<file path="src/ctn_pkg.sv">
// shared types and constants for the capture ntp timestamper
// depends on nothing; used by ctn_ctrl, ctn_datapath and the top level
`default_nettype none

package ctn_pkg;

   // nanoseconds per second and per millisecond
   localparam logic [29:0] NS_PER_SEC = 30'd1000000000;
   localparam logic [19:0] NS_PER_MS  = 20'd1000000;

   // one, two and three seconds in ns, for the quotient correction
   localparam logic [32:0] NS_1S = 33'd1000000000;
   localparam logic [32:0] NS_2S = 33'd2000000000;
   localparam logic [32:0] NS_3S = 33'd3000000000;

   // floor(2^61 / 1e9), shared by the seconds and fraction estimates
   localparam logic [31:0] RECIP_SEC = 32'd2305843009;

   localparam int          FRAME_MS_W     = 7;
   localparam logic [6:0]  FRAME_MS_RESET = 7'd20;
   localparam logic [26:0] FRAME_NS_RESET = 27'(FRAME_MS_RESET * NS_PER_MS);

   // division stages: seconds estimate, product, correction,
   // fraction estimate, product, correction
   localparam int                DIV_CYCLES = 6;
   localparam int                CYC_W      = $clog2(DIV_CYCLES);
   localparam logic [CYC_W-1:0]  DIV_LAST   = CYC_W'(DIV_CYCLES - 1);
   localparam logic [CYC_W-1:0]  CYC_STEP   = CYC_W'(1);

   typedef enum logic [1:0] {
      ST_IDLE,
      ST_REL,
      ST_DIV,
      ST_OUT
   } state_type;

   typedef struct packed {
      logic capture;
      logic load;
      logic step;
      logic finish;
   } cmd_type;

   typedef struct packed {
      logic div_last;
   } status_type;

endpackage

`default_nettype wire

</file>
<file path="src/ctn_ctrl.sv">
// controller state machine for the capture ntp timestamper
// depends on ctn_pkg; drives ctn_datapath through cmd_type
`default_nettype none

module ctn_ctrl (
   input  wire logic                clock,
   input  wire logic                reset,
   input  wire logic                req_valid,
   output logic                     req_ready,
   output logic                     rsp_valid,
   input  wire logic                rsp_ready,
   output ctn_pkg::cmd_type         cmd,
   input  wire ctn_pkg::status_type status
);

   ctn_pkg::state_type state_ff, state_in;
   logic               rsp_valid_ff, rsp_valid_in;

   always_ff @(posedge clock) begin
      if (reset) begin
         state_ff     <= ctn_pkg::ST_IDLE;
         rsp_valid_ff <= 1'b0;
      end else begin
         state_ff     <= state_in;
         rsp_valid_ff <= rsp_valid_in;
      end
   end

   always_comb begin
      state_in    = state_ff;
      req_ready   = 1'b0;
      cmd         = '0;
      unique case (state_ff)
         ctn_pkg::ST_IDLE: begin
            req_ready = 1'b1;
            if (req_valid) begin
               cmd.capture = 1'b1;
               state_in    = ctn_pkg::ST_REL;
            end
         end
         ctn_pkg::ST_REL: begin
            cmd.load = 1'b1;
            state_in = ctn_pkg::ST_DIV;
         end
         ctn_pkg::ST_DIV: begin
            cmd.step = 1'b1;
            if (status.div_last) begin
               state_in = ctn_pkg::ST_OUT;
            end
         end
         ctn_pkg::ST_OUT: begin
            // output register free or being emptied this cycle
            if (!rsp_valid_ff || rsp_ready) begin
               cmd.finish = 1'b1;
               state_in   = ctn_pkg::ST_IDLE;
            end
         end
         default: state_in = ctn_pkg::ST_IDLE;
      endcase
      rsp_valid_in = cmd.finish | (rsp_valid_ff & ~rsp_ready);
   end

   assign rsp_valid = rsp_valid_ff;

endmodule

`default_nettype wire

</file>
<file path="config.mk">
export PLATFORM = sky130hd
export DESIGN_NAME = ctn_ctrl
export DESIGN_NICKNAME = d
export VERILOG_FILES = /design/src/ctn_pkg.sv /design/src/ctn_ctrl.sv
export SDC_FILE = /design/constraint.sdc
export NUM_CORES = 1
export LEC_CHECK = 0
export ABC_AREA = 1
export BUFFER_PORTS_ARGS = -buffer_cell sky130_fd_sc_hd__buf_4
export CAP_MARGIN = 15
export CORE_AREA = 2 2 39 41
export DETAILED_ROUTE_END_ITERATION = 8
export DIE_AREA = 0 0 41 43
export GPL_ROUTABILITY_DRIVEN = 0
export GPL_TIMING_DRIVEN = 0
export HOLD_SLACK_MARGIN = 0.03
export PLACE_DENSITY = 0.36
export SYNTH_ARGS = -nofsm -noshare
export SYNTH_HDL_FRONTEND = slang
export SYNTH_SLANG_ARGS = --single-unit
</file>
<file path="constraint.sdc">
create_clock -name clock -period 3.06 [get_ports clock]
set_clock_uncertainty 0.05 [all_clocks]
set_input_delay 0.459 -clock clock [delete_from_list [all_inputs] [get_ports clock]]
set_output_delay 0.459 -clock clock [all_outputs]
set_load 0.02 [all_outputs]
</file>
# After elaboration in Yosys (flattened, before gate mapping)
# Cells that the tools add are included.
[word_totals]
reg_bits = 3
inputBits = 5
output_inout_bits = 6
elab_cells = 26
[classes]
eq_ne = 6
n_mux = 11
bitwise = 3
n_reduce_logical = 4
[op_table]
columns = ["op", "count"]
rows = [
  ["one-hot mux 2 bit (4 select lines)", 1],
  ["two-way mux 1 bit", 7],
  ["two-way mux 2 bit", 3],
  ["!= test 2 bit, second input constant", 3],
  ["equality test 2 bit, second input constant", 2],
  ["AND reduction 3 bit", 1],
  ["equality test 2 x 1 -> 1 bit, second input constant", 1],
  ["logical NOT 2 bit", 1],
  ["bitwise AND 1 bit", 1],
  ["logical NOT 1 bit", 1],
  ["logical OR 1 bit", 1],
  ["NOT 1 bit", 1],
  ["OR 1 bit", 1],
]

# Longest topological paths before layout
[depth]
depth_word = 5
depth_mapped = 7
depth_no_buf = 7

# Worst setup path after synthesis
# OpenSTA, ideal clock, no wires.
[synth_path]
kind = "register to output"
from = "register state_ff[0]"
to = "output cmd[3] in the netlist's numbering"
t_arrival_ns = 0.937
required_ns = 2.551
slack_ns = 1.614
stages_incl_launch_ff = 5
path_buffers = 0
cell_sequence = "dfxtp_1 -> inv_1 -> ha_1 -> nand2_1 -> inv_1"
[synth_rtl]
columns = ["element", "line", "rtl"]
rows = [
  ["from (decl)", "ctn_ctrl.sv:16", "ctn_pkg::state_type state_ff, state_in;"],
  ["from (signal assigned)", "ctn_ctrl.sv:21", "state_ff <= ctn_pkg::ST_IDLE;"],
  ["from (signal assigned)", "ctn_ctrl.sv:24", "state_ff <= state_in;"],
  ["to (decl)", "ctn_ctrl.sv:12", "output ctn_pkg::cmd_type cmd,"],
]

==> flow_metrics.tcl <==
set metrics [dict create \
    setup_slack_on_the_worst_flop_to_flop_path_ns 1.82 \
    buffer_ports.inserted 10 \
    setup-violations-final 0 \
    vias 230 \
    cts.root.buffer_cell "sky130_fd_sc_hd__clkbuf_4" \
    utilization_pct 25.7 \
    total_count_of_max_transition_violations_in_the_final_report 0 \
    timing.critical_path.slowest_cell_delay_ns 0.38 \
    critical_path.startpoint "state_ff[0]" \
    r2r-end "state_ff[1]" \
    clk_pin_slew_ns 0.03 \
    num_io_pins 11 \
    worstSkewPairLatency_ns 0.23 \
    power_per_cell_area_nw_per_um2 987 \
    cts_tree "yes" \
    critPathCapture "cmd[3]" \
    ctsHoldBuffers 0 \
    synthesis.area_per_instance_um2 6.68 \
    synth_flop_cell "sky130_fd_sc_hd__dfxtp_1" \
    min_period_ns 1.69 \
    cts.sinks 3 \
    number_of_global_route_vias_before_repair 203 \
    synth_fp_nets 44 \
    drtIter0Drc 0 \
    ant_nets 0 \
    floorplan.initialDensity_pct 16.9 \
    worstMarginPinSlew_ns 0.154 \
    synthesis.yosys.warnings 0 \
    cp-end-kind "output pin" \
    cts-resized-gates 0 \
    synth_area_leader_cell "sky130_fd_sc_hd__dfxtp_1" \
    max_freq_mhz 590 \
    ys_top_cells_by_count "sky130_fd_sc_hd__inv_1 (10), sky130_fd_sc_hd__nor2_1 (5), sky130_fd_sc_hd__ha_1 (4), sky130_fd_sc_hd__nand2_1 (4)" \
    postSynthCellCount 35 \
    grt_antenna_before_repair 0 \
    netlist_area_um2 234 \
    synth-edff-count 0 \
    post-dp-hpwl_um 384 \
    worst_slew_margin_rel_pct 89.7 \
    track_usage_pct 6.32 \
    filler_cell_count 167 \
    fp.dieH_um 43 \
    rsz0062_at_grt "no" \
    overflow 0 \
    p_total_uw 351 \
    power_switching_uw 156 \
    sequential_power_share_pct 20.2 \
    p_int_uw 194 \
    cp_slowest_cell "sky130_fd_sc_hd__dfxtp_1" \
    drt-pass1-iter-count 1 \
    hold_viol 0 \
    critical_path_required_ns 2.55 \
    cap_viol_max_count 0 \
    clock_power_share_pct 19.1 \
    ys_types 10 \
    worstSetupStartpointType "register" \
    run_status "finished clean" \
    path_common_cell "sky130_fd_sc_hd__inv_1" \
    final.period_utilization_pct 55.4 \
    reg2reg_path_depth 7 \
    timing.hold.ws_ns 0.346 \
    worst-path-max-fanout 4 \
    leading_post_synthesis_cells_by_cell_area "sky130_fd_sc_hd__dfxtp_1 (26%), sky130_fd_sc_hd__ha_1 (21%), sky130_fd_sc_hd__inv_1 (16%)" \
    drt-total-wl_um 443 \
    critical_path.cell_chain "inv_1, ha_1, nand2_1, inv_1, buf_4" \
    rr_startpoint "state_ff[0]" \
    antenna_cells 0 \
    hold_path.class "input port to register" \
    cts_buffers 3 \
    drive_gt1_share_pct 34.7 \
    grt_pass1_wl_um 717 \
    design.die.area_um2 1760 \
    power.switching_fraction_pct 44.6 \
    areaGrowthSynthToFinish_pct 51.9 \
    timing.setup.tns_ns 0 \
    static-leakage-power_nw 0.211 \
    criticalPathCategory "register to output pin" \
    pin_count_of_the_biggest_net_entering_global_routing 5 \
    drc 0 \
    cts_htree_levels 1 \
    synth.most_common_cell "sky130_fd_sc_hd__inv_1" \
    wl_per_cell_um 6.82 \
    synth_seq_area_share_pct 25.7 \
    worstPathArrival_ns 1.18 \
    synth-async-reset-ratio_pct 0 \
    core_region_area_um2 1380 \
    share_comb_of_total_power_pct 60.8 \
    final_nets 59 \
    die_w_um 41 \
    cts_setup_buffers 0 \
    cts_max_path_bufs 2 \
    irDropWorstVdd_mv 0.300 \
    ys_seq_elements 3 \
    num_rows 14 \
    via_per_inst 3.54 \
    synth.top_cell.area_share_pct 25.7 \
]
kinds of logic after synthesis:
logic type	share of synthesized area (%)
compound gates	4.28
fa+ha+maj	21.4
buf+inv	16.0
flops	25.7
simple gates	32.6
worst max-delay path: cells and delay by family (launching register included):
kind,cells,cell delay (ns)
flip-flops,1,0.38
buffers and inverters,3,0.25
adder cells (fa/ha/maj),1,0.25
AND/OR/NAND/NOR,1,0.07
worst min path at each step:
stage,slack (ns),cells after the start,end,start
after floorplan,0.45,2,state_ff[1],state_ff[1]
final,0.35,2,rsp_valid,reset
after global placement,0.45,2,rsp_valid,rsp_valid
after detailed placement,0.44,2,rsp_valid,rsp_valid
after global routing,0.35,2,rsp_valid,reset
after CTS,0.34,2,rsp_valid,reset
layout make-up:
type,count,area [um2],share of cell area (%)
Tap cell,16,20.0,5.63
Clock buffer,4,26.3,7.39
Timing Repair Buffer,10,75.1,21.1
Sequential cell,3,60.1,16.9
Multi-Input combinational cell,22,136,38.4
Inverter,10,37.5,10.6
flip-flops by register name, indices dropped and copies added (netlist names):
signal and flops:
rsp_valid 1, state_ff 2
cells in the final DEF, fill, tap and decap left out:
| master | netlist | final |
|---|---|---|
| sky130_fd_sc_hd__nor2_2 | 1 | 1 |
| sky130_fd_sc_hd__clkbuf_1 | 0 | 1 |
| sky130_fd_sc_hd__nand4_1 | 2 | 2 |
| sky130_fd_sc_hd__a21oi_1 | 2 | 2 |
| sky130_fd_sc_hd__ha_1 | 4 | 4 |
| sky130_fd_sc_hd__nand2_1 | 4 | 4 |
| sky130_fd_sc_hd__nand3_1 | 1 | 1 |
| sky130_fd_sc_hd__buf_4 | 0 | 10 |
| sky130_fd_sc_hd__clkbuf_4 | 0 | 3 |
| sky130_fd_sc_hd__dfxtp_1 | 3 | 3 |
| sky130_fd_sc_hd__nand2_2 | 3 | 3 |
| sky130_fd_sc_hd__nor2_1 | 5 | 5 |
| sky130_fd_sc_hd__inv_1 | 10 | 10 |
through the flow:
step / worst slack [ns] / cell area, um2 / std cells
CTS: 1.35 / 355 / 65
detailed placement: 1.58 / 329 / 61
global route: 1.29 / 355 / 65
global placement: 1.60 / 329 / 61
finish: 1.37 / 355 / 65
floorplan: 1.61 / 234 / 35
power by group through the flow:
stage | Combinational, mW | Sequential [mW] | Clock [mW]
2_1_floorplan | 0.149 | 0.0696 | 0
4_1_cts | 0.218 | 0.0705 | 0.0715
3_5_place_dp | 0.216 | 0.0723 | 0
5_1_grt | 0.235 | 0.0735 | 0.0770
3_3_place_gp | 0.216 | 0.0718 | 0
6_report | 0.213 | 0.0707 | 0.0669
metal layers:
layer / GRT usage [%] / share of wire [%] / up-vias
met5: 0 / 0 / -
met4: 8.00 / 0 / 0
met3: 1.57 / 5.6 / 0
met2: 6.88 / 46 / 5
met1: 8.33 / 49 / 94
li1: - / - / 131
Power figures use the tool's default switching activity.
